`src/hdl/dfr_pkg.sv`:
```
// ----------------------------------------------------------------------------
// dfr_pkg
// Shared types and constants of the length-prefixed message deframer.
// ----------------------------------------------------------------------------
`timescale 1ns / 1ps

package dfr_pkg;

   localparam int HDR_BYTES   = 16;
   localparam int HDR_BITS    = 8 * HDR_BYTES;
   localparam int HDR_CNT_W   = $clog2(HDR_BYTES);
   localparam int QUEUE_DEPTH = 2;
   localparam int QPTR_W      = $clog2(QUEUE_DEPTH);
   localparam int QCNT_W      = $clog2(QUEUE_DEPTH + 1);

   localparam logic [1:0] CSR_RAW_CODE  = 2'd0;
   localparam logic [1:0] CSR_PBUF_CODE = 2'd1;
   localparam logic [1:0] CSR_FBUF_CODE = 2'd2;

   localparam logic [1:0] PROTO_RAW  = 2'd0;
   localparam logic [1:0] PROTO_PBUF = 2'd1;
   localparam logic [1:0] PROTO_FBUF = 2'd2;

   localparam logic [31:0] RAW_CODE_RESET  = 32'd0;
   localparam logic [31:0] PBUF_CODE_RESET = 32'd1;
   localparam logic [31:0] FBUF_CODE_RESET = 32'd2;

   localparam logic [31:0] LEN_LIMIT = 32'hFFFF_FFFF;

   typedef enum logic [1:0] {
      KIND_HEADER  = 2'd0,
      KIND_META    = 2'd1,
      KIND_PAYLOAD = 2'd2,
      KIND_ERROR   = 2'd3
   } kind_type;

   typedef enum logic [1:0] {
      ERR_BAD_PROTO = 2'd0,
      ERR_TOO_LONG  = 2'd1,
      ERR_META_LONG = 2'd2
   } err_type;

   typedef struct packed {
      kind_type    kind;
      logic [7:0]  byte_value;
      logic [1:0]  proto_index;
      logic [31:0] meta_length;
      logic [31:0] message_length;
      err_type     error_code;
      logic        last;
   } result_type;

endpackage

```
`src/hdl/dfr_front.sv`:
```
// ----------------------------------------------------------------------------
// dfr_front
// Collects the header, checks it against the protocol codes and tags body
// bytes; one result record per producing byte goes to the result queue.
// ----------------------------------------------------------------------------
`timescale 1ns / 1ps

module dfr_front (
   input  logic                clock,
   input  logic                reset,
   input  logic                req_push,
   input  logic [7:0]          req_rx_byte,
   output logic                req_full,
   input  logic                csr_we,
   input  logic [1:0]          csr_index,
   input  logic [31:0]         csr_wdata,
   input  logic                q_full,
   output logic                rec_push,
   output dfr_pkg::result_type rec
);

   logic [31:0] raw_code_ff;
   logic [31:0] pbuf_code_ff;
   logic [31:0] fbuf_code_ff;

   logic [dfr_pkg::HDR_BITS-9:0]  hdr_ff,   hdr_in;
   logic [dfr_pkg::HDR_CNT_W-1:0] cnt_ff,   cnt_in;
   logic [31:0]                   remain_ff, remain_in;
   logic [31:0]                   pos_ff,   pos_in;
   logic [31:0]                   meta_ff,  meta_in;
   logic [31:0]                   len_ff,   len_in;
   logic [1:0]                    proto_ff, proto_in;

   logic [dfr_pkg::HDR_BITS-1:0] hdr_full;
   logic [31:0]                  hdr_code;
   logic [31:0]                  hdr_meta;
   logic [63:0]                  hdr_len;
   logic                         accept;
   logic                         too_long;

   assign accept   = req_push & ~q_full;
   assign req_full = q_full;

   assign hdr_full = {req_rx_byte, hdr_ff};
   assign hdr_code = hdr_full[31:0];
   assign hdr_meta = hdr_full[63:32];
   assign hdr_len  = hdr_full[127:64];
   assign too_long = (hdr_len[63:32] != 32'd0) || (hdr_len[31:0] == dfr_pkg::LEN_LIMIT);

   always_comb begin
      hdr_in    = hdr_ff;
      cnt_in    = cnt_ff;
      remain_in = remain_ff;
      pos_in    = pos_ff;
      meta_in   = meta_ff;
      len_in    = len_ff;
      proto_in  = proto_ff;
      rec_push  = 1'b0;
      rec       = '0;

      if (accept) begin
         if (remain_ff != 32'd0) begin
            rec_push           = 1'b1;
            rec.kind           = (pos_ff < meta_ff) ? dfr_pkg::KIND_META
                                                    : dfr_pkg::KIND_PAYLOAD;
            rec.byte_value     = req_rx_byte;
            rec.proto_index    = proto_ff;
            rec.meta_length    = meta_ff;
            rec.message_length = len_ff;
            rec.last           = (remain_ff == 32'd1);
            remain_in          = remain_ff - 32'd1;
            pos_in             = (remain_ff == 32'd1) ? 32'd0 : pos_ff + 32'd1;
         end else begin
            hdr_in = hdr_full[dfr_pkg::HDR_BITS-1:8];
            if (cnt_ff != dfr_pkg::HDR_CNT_W'(dfr_pkg::HDR_BYTES - 1)) begin
               cnt_in = cnt_ff + 1'b1;
            end else begin
               cnt_in   = '0;
               rec_push = 1'b1;
               rec.kind = dfr_pkg::KIND_ERROR;
               if (hdr_code == raw_code_ff) begin
                  rec.proto_index = dfr_pkg::PROTO_RAW;
               end else if (hdr_code == pbuf_code_ff) begin
                  rec.proto_index = dfr_pkg::PROTO_PBUF;
               end else begin
                  rec.proto_index = dfr_pkg::PROTO_FBUF;
               end
               if ((hdr_code != raw_code_ff) && (hdr_code != pbuf_code_ff)
                   && (hdr_code != fbuf_code_ff)) begin
                  rec.proto_index = '0;
                  rec.error_code  = dfr_pkg::ERR_BAD_PROTO;
               end else if (too_long) begin
                  rec.proto_index = '0;
                  rec.error_code  = dfr_pkg::ERR_TOO_LONG;
               end else if (hdr_meta > hdr_len[31:0]) begin
                  rec.proto_index = '0;
                  rec.error_code  = dfr_pkg::ERR_META_LONG;
               end else begin
                  rec.kind           = dfr_pkg::KIND_HEADER;
                  rec.meta_length    = hdr_meta;
                  rec.message_length = hdr_len[31:0];
                  rec.last           = (hdr_len[31:0] == 32'd0);
                  remain_in          = hdr_len[31:0];
                  pos_in             = 32'd0;
                  meta_in            = hdr_meta;
                  len_in             = hdr_len[31:0];
                  proto_in           = rec.proto_index;
               end
            end
         end
      end
   end

   always_ff @(posedge clock) begin
      hdr_ff <= hdr_in;
      len_ff <= len_in;
      if (reset) begin
         raw_code_ff  <= dfr_pkg::RAW_CODE_RESET;
         pbuf_code_ff <= dfr_pkg::PBUF_CODE_RESET;
         fbuf_code_ff <= dfr_pkg::FBUF_CODE_RESET;
         cnt_ff       <= '0;
         remain_ff    <= '0;
         pos_ff       <= '0;
         meta_ff      <= '0;
         proto_ff     <= '0;
      end else begin
         cnt_ff    <= cnt_in;
         remain_ff <= remain_in;
         pos_ff    <= pos_in;
         meta_ff   <= meta_in;
         proto_ff  <= proto_in;
         if (csr_we) begin
            unique case (csr_index)
               dfr_pkg::CSR_RAW_CODE:  raw_code_ff  <= csr_wdata;
               dfr_pkg::CSR_PBUF_CODE: pbuf_code_ff <= csr_wdata;
               dfr_pkg::CSR_FBUF_CODE: fbuf_code_ff <= csr_wdata;
               default: ;
            endcase
         end
      end
   end

endmodule

```
`src/hdl/dfr_back.sv`:
```
// ----------------------------------------------------------------------------
// dfr_back
// Result queue: holds finished records and hands out the oldest one.
// ----------------------------------------------------------------------------
`timescale 1ns / 1ps

module dfr_back (
   input  logic                clock,
   input  logic                reset,
   input  logic                rec_push,
   input  dfr_pkg::result_type rec,
   output logic                q_full,
   input  logic                rsp_pop,
   output logic                rsp_empty,
   output dfr_pkg::result_type rsp_rec
);

   dfr_pkg::result_type mem_ff [dfr_pkg::QUEUE_DEPTH];

   logic [dfr_pkg::QPTR_W-1:0] wr_ptr_ff, wr_ptr_in;
   logic [dfr_pkg::QPTR_W-1:0] rd_ptr_ff, rd_ptr_in;
   logic [dfr_pkg::QCNT_W-1:0] cnt_ff,    cnt_in;
   logic                       do_push;
   logic                       do_pop;

   assign q_full    = (cnt_ff == dfr_pkg::QCNT_W'(dfr_pkg::QUEUE_DEPTH));
   assign rsp_empty = (cnt_ff == '0);
   assign rsp_rec   = mem_ff[rd_ptr_ff];
   assign do_push   = rec_push & ~q_full;
   assign do_pop    = rsp_pop & ~rsp_empty;

   always_comb begin
      wr_ptr_in = wr_ptr_ff;
      rd_ptr_in = rd_ptr_ff;
      cnt_in    = cnt_ff;
      if (do_push) begin
         wr_ptr_in = (wr_ptr_ff == dfr_pkg::QPTR_W'(dfr_pkg::QUEUE_DEPTH - 1))
                     ? '0 : wr_ptr_ff + 1'b1;
      end
      if (do_pop) begin
         rd_ptr_in = (rd_ptr_ff == dfr_pkg::QPTR_W'(dfr_pkg::QUEUE_DEPTH - 1))
                     ? '0 : rd_ptr_ff + 1'b1;
      end
      if (do_push && !do_pop) begin
         cnt_in = cnt_ff + 1'b1;
      end else if (do_pop && !do_push) begin
         cnt_in = cnt_ff - 1'b1;
      end
   end

   always_ff @(posedge clock) begin
      if (do_push) begin
         mem_ff[wr_ptr_ff] <= rec;
      end
      if (reset) begin
         wr_ptr_ff <= '0;
         rd_ptr_ff <= '0;
         cnt_ff    <= '0;
      end else begin
         wr_ptr_ff <= wr_ptr_in;
         rd_ptr_ff <= rd_ptr_in;
         cnt_ff    <= cnt_in;
      end
   end

endmodule

```
`src/hdl/length_prefixed_message_deframer.sv`:
```
// ----------------------------------------------------------------------------
// length_prefixed_message_deframer
// Splits a byte stream into header records and tagged meta/payload bytes.
// ----------------------------------------------------------------------------
// Input side is a queue write port: a byte is taken on a clock edge with
// req_push high and req_full low. Result side is a queue read port: the
// oldest result sits on the rsp_ ports while rsp_empty is low and leaves on
// an edge with rsp_pop high. Protocol codes are written through csr_we,
// csr_index (0 raw, 1 protobuf, 2 flatbuffers) and csr_wdata; the user must
// do so only while idle; the block does not enforce it. The first 16 bytes
// of a frame form the header and give no result, except the last, which gives
// a header record or an error. Each body byte gives one meta or payload item;
// the final one has rsp_last set. A result is queued on the edge that takes
// its byte. One byte per cycle is sustained while req_full is low; the front
// end holds a byte counter, a length counter and the header compares, and
// feeds a two-entry result queue. req_full rises only when that queue is full,
// i.e. the reader has stalled for two result items. Synchronous reset empties
// the queue, restarts header collection and restores the codes to 0, 1 and 2.
// ----------------------------------------------------------------------------
`timescale 1ns / 1ps

module length_prefixed_message_deframer (
   input  logic        clock,
   input  logic        reset,
   input  logic        req_push,
   input  logic [7:0]  req_rx_byte,
   output logic        req_full,
   output logic        rsp_empty,
   input  logic        rsp_pop,
   output logic [1:0]  rsp_kind,
   output logic [7:0]  rsp_byte_value,
   output logic [1:0]  rsp_proto_index,
   output logic [31:0] rsp_meta_length,
   output logic [31:0] rsp_message_length,
   output logic [1:0]  rsp_error_code,
   output logic        rsp_last,
   input  logic        csr_we,
   input  logic [1:0]  csr_index,
   input  logic [31:0] csr_wdata
);

   logic                q_full;
   logic                rec_push;
   dfr_pkg::result_type rec;
   dfr_pkg::result_type rsp_rec;

   dfr_front u_front (
      .clock       (clock),
      .reset       (reset),
      .req_push    (req_push),
      .req_rx_byte (req_rx_byte),
      .req_full    (req_full),
      .csr_we      (csr_we),
      .csr_index   (csr_index),
      .csr_wdata   (csr_wdata),
      .q_full      (q_full),
      .rec_push    (rec_push),
      .rec         (rec)
   );

   dfr_back u_back (
      .clock     (clock),
      .reset     (reset),
      .rec_push  (rec_push),
      .rec       (rec),
      .q_full    (q_full),
      .rsp_pop   (rsp_pop),
      .rsp_empty (rsp_empty),
      .rsp_rec   (rsp_rec)
   );

   assign rsp_kind           = rsp_rec.kind;
   assign rsp_byte_value     = rsp_rec.byte_value;
   assign rsp_proto_index    = rsp_rec.proto_index;
   assign rsp_meta_length    = rsp_rec.meta_length;
   assign rsp_message_length = rsp_rec.message_length;
   assign rsp_error_code     = rsp_rec.error_code;
   assign rsp_last           = rsp_rec.last;

endmodule

```
`config.mk`:
```
export PLATFORM = sky130hd
export DESIGN_NAME = length_prefixed_message_deframer
export DESIGN_NICKNAME = d
export VERILOG_FILES = /design/src/hdl/dfr_pkg.sv /design/src/hdl/dfr_front.sv /design/src/hdl/dfr_back.sv /design/src/hdl/length_prefixed_message_deframer.sv
export SDC_FILE = /design/constraint.sdc
export NUM_CORES = 1
export LEC_CHECK = 0
export ABC_AREA = 1
export BUFFER_PORTS_ARGS = -buffer_cell sky130_fd_sc_hd__buf_2
export CORE_ASPECT_RATIO = 1.5
export CORE_UTILIZATION = 24
export DETAILED_ROUTE_END_ITERATION = 8
export GPL_TIMING_DRIVEN = 0
export PLACE_DENSITY_LB_ADDON = 0.05
export SLEW_MARGIN = 20
export SYNTH_ARGS = -nofsm -noshare
export SYNTH_HDL_FRONTEND = slang
export SYNTH_HIERARCHICAL = 1
export SYNTH_SLANG_ARGS = --single-unit
```
`constraint.sdc`:
```
create_clock -name clock -period 7.3 [get_ports clock]
set_input_delay 0.365 -clock clock [delete_from_list [all_inputs] [get_ports clock]]
set_output_delay 0.365 -clock clock [all_outputs]
set_load 0.005 [all_outputs]
```
==> reports/metrics.yaml <==
switching_share_pct: 30.6
min_path_cells: 4
drc_errors: 23
whs_ns: 0.182
critPathRequiredTime_ns: 7.63
final_cell_mix: "nand2_1 (537), nor2_1 (431), edfxtp_1 (310)"
ctsResizeCount: 0
dieWidth_um: 261
startpoint_type: "register"
clk_pin_slew_ns: 0.06
synth_sequential_area_ratio_pct: 55.5
min_to: "u_back/rd_ptr_ff"
synth-seq-cells: 513
fin_skew_ns: 0.0259
holdCritStartpoint: "rsp_pop"
switchingPower_mw: 2.64
start_util_pct: 24.2
setup_viol: 0
ir_worst_vdd_mv: 0.189
drive_gt1_share_pct: 13.7
cts-root-buf: "clkbuf_16"
path_buf_inv: 3
finalHoldViolations: 0
first_pass_iters: 8
rr_worst_depth: 9
ios: 128
antenna_found_initial: 1
die_h_um: 390
mostFrequentLayoutCell: "nand2_1"
tns_ns: 0
hpwlAfterDp_um: 67300
rows: 142
wl_per_cell_um: 20.8
r2r_start: "u_back/cnt_ff[0]"
timing.max_cap.violations: 0
cp.arrival_ns: 4.18
rsz0062_at_grt: "no"
placed_area_um2: 26700
gp_congestion: 0.864
power.density_nw_per_um2: 296
grt_max_degree: 24
outcome: "finished with violations"
synthDistinctLibCells: 48
viasPerCell: 4.41
place_inst: 4046
clock_path_buffers: 3
cp.depth: 9
vias: 18500
crit_chain: "nor2_1, nor2_1, nand2_4, clkbuf_1, nand2_1, o21ai_0, nor2_4, buf_12, buf_12"
fmax_mhz: 260
cp_top_family: "simple AND/OR/NAND/NOR gates"
clock_sinks: 513
wl_um: 87200
comb_power_share_pct: 22.2
instances_no_fill: 4199
hold_class: "primary input to register"
cp_slowest_stage_delay_ns: 0.83
crit_type: "register to register"
synth_fp_nets: 2723
worstMarginPinSlew_ns: 1.23
final_area_um2: 29100
grt_pass1_vias: 19000
grtUsageTotal_pct: 17.1
cts_max_level: 2
power_frac_clock_pct: 35.9
insertedDiodeCount: 0
cts_tree: "built"
r2r_end: "u_back/mem_ff[1][61]"
crit_path_end_kind: "register"
netlist_area_um2: 24100
power_frac_seq_pct: 41.9
period_needed_ns: 3.85
drt_iter0_markers: 1060
clock_latency_ns: 0.65
power.leakage_nw: 11.3
netlist_instances: 2608
violations: "DRC"
numCtsBuffers: 59
fin_nets: 2967
synth_area_per_cell_um2: 9.24
postCtsSetupRepairBufs: 0
grt_first_pass_wirelength_um: 127000
drtAntennaViolNets: 0
core_area_um2: 99700
crit_slowest_cell: "nor2_1"
drv_slew: 0
worst-path-max-fanout: 23
yosys_warnings: 6
relSlewSlack_pct: 18.2
die_area_um2: 102000
overflow: 0
min_period_over_period_pct: 52.7
utilization_pct: 29.2
io_buffers: 127
reg2reg_slack_ns: 3.45
p_int_mw: 5.99
area_growth_pct: 21.0
[flip-flops by register name, summed over array words and instances, names as in the netlist, named ones only]
signal / count
u_back/cnt_ff: 2
u_back/mem_ff: 158
u_back/rd_ptr_ff: 1
u_back/wr_ptr_ff: 1
u_front/cnt_ff: 4
u_front/fbuf_code_ff: 32
u_front/hdr_ff: 120
u_front/len_ff: 32
u_front/meta_ff: 32
u_front/pbuf_code_ff: 32
u_front/pos_ff: 32
u_front/proto_ff: 2
u_front/raw_code_ff: 32
u_front/remain_ff: 32
[power by group through the flow]
stage	clock, mW	sequential, mW	combinational, mW
3_5_place_dp	0	3.68	1.94
2_1_floorplan	0	3.62	1.18
6_report	3.10	3.62	1.91
5_1_grt	3.31	3.66	2.14
4_1_cts	3.22	3.62	1.97
3_3_place_gp	0	3.72	1.86
[cell type report]
| cell class | instances | area (µm²) |
|---|---|---|
| plain buffers | 99 | 498 |
| inverters | 225 | 845 |
| well taps | 1296 | 1620 |
| flip-flops and latches | 513 | 13400 |
| repair buffers | 183 | 1390 |
| multi-input cells | 1771 | 9410 |
| clock buffers | 70 | 1550 |
| clock inverters | 42 | 460 |
| fillers | 10500 | 70500 |
[cells in the mapped netlist, drive strengths merged]
library cell  number  area (µm²)
nand2            539        2030
buf               43         285
nand3             94         485
clkbuf            56         211
o221ai             3        26.3
o211ai             2        15.0
xor2              17         149
dfxtp            203        4060
nor4               9        56.3
o22ai             34         213
and2               1        6.26
mux2i              1        10.0
inv              222         833
clkinv             3        11.3
mux2              79         927
o21a               5        37.5
xnor2             94         823
nor3              42         231
nor4b              1        8.76
edfxtp           310        9310
nor2             444        1690
and3               1        6.26
nand3b            10        75.1
a21o               1        7.51
o211a              1        10.0
a21boi             1        7.51
o21ai            173         866
nand4             38         244
nor3b              1        7.51
a21oi             96         492
or2               15        93.8
o31ai              1        7.51
ha                68         851
[worst max-delay path by stage]
stage | start | endpoint | slack, ns
2_1_floorplan | u_front/remain_ff[8] | u_front/hdr_ff[0] | 0.51
4_1_cts | u_back/cnt_ff[0] | u_back/mem_ff[0][61] | 3.31
5_1_grt | u_back/cnt_ff[0] | u_back/mem_ff[1][61] | 3.18
3_5_place_dp | u_back/cnt_ff[0] | u_back/mem_ff[0][61] | 3.33
3_3_place_gp | u_back/cnt_ff[0] | u_front/cnt_ff[2] | -3.46
6_report | u_back/cnt_ff[0] | u_back/mem_ff[1][61] | 3.45
[cells by family (layout without fill, tap and decap cells)]
logic type / count (synthesis) / in the layout / synth area share, %
AOI/OAI and AO/OA: 317 / 317 / 6.98
buffers and inverters: 324 / 619 / 5.57
and+or+nand+nor: 1195 / 1195 / 20.5
adders and majority gates: 68 / 68 / 3.53
muxes: 80 / 80 / 3.89
xor gates and xnor gates: 111 / 111 / 4.04
DFF: 513 / 513 / 55.5
[repair_timing]
item | in CTS | in global routing
endpoints found under the hold margin | 97 | 0
hold buffers | 41 | 0
setup endpoints to repair | 0 | 0
[per-stage QoR]
stage               total power [mW]  setup slack, ns
floorplan                       4.80            0.508
global placement                5.59            -3.46
global route                    9.11             3.18
detailed placement              5.62             3.33
CTS                             8.81             3.31
finish                          8.63             3.45
[worst min-delay path, cell delays in order]
cell and delay (ns):
buf_2 0.09, o21ai_0 0.12, o21ai_0 0.12, nor2_1 0.09
[layer usage]
| layer | track usage (%) | vias up | routed length (µm) |
|---|---|---|---|
| li1 | - | 9190 | - |
| met1 | 18.6 | 8922 | 33600 |
| met2 | 33.5 | 322 | 48200 |
| met3 | 1.97 | 104 | 2920 |
| met4 | 5.35 | 0 | 2410 |
| met5 | 0 | - | 0 |
(Power assumes the default switching activity.)
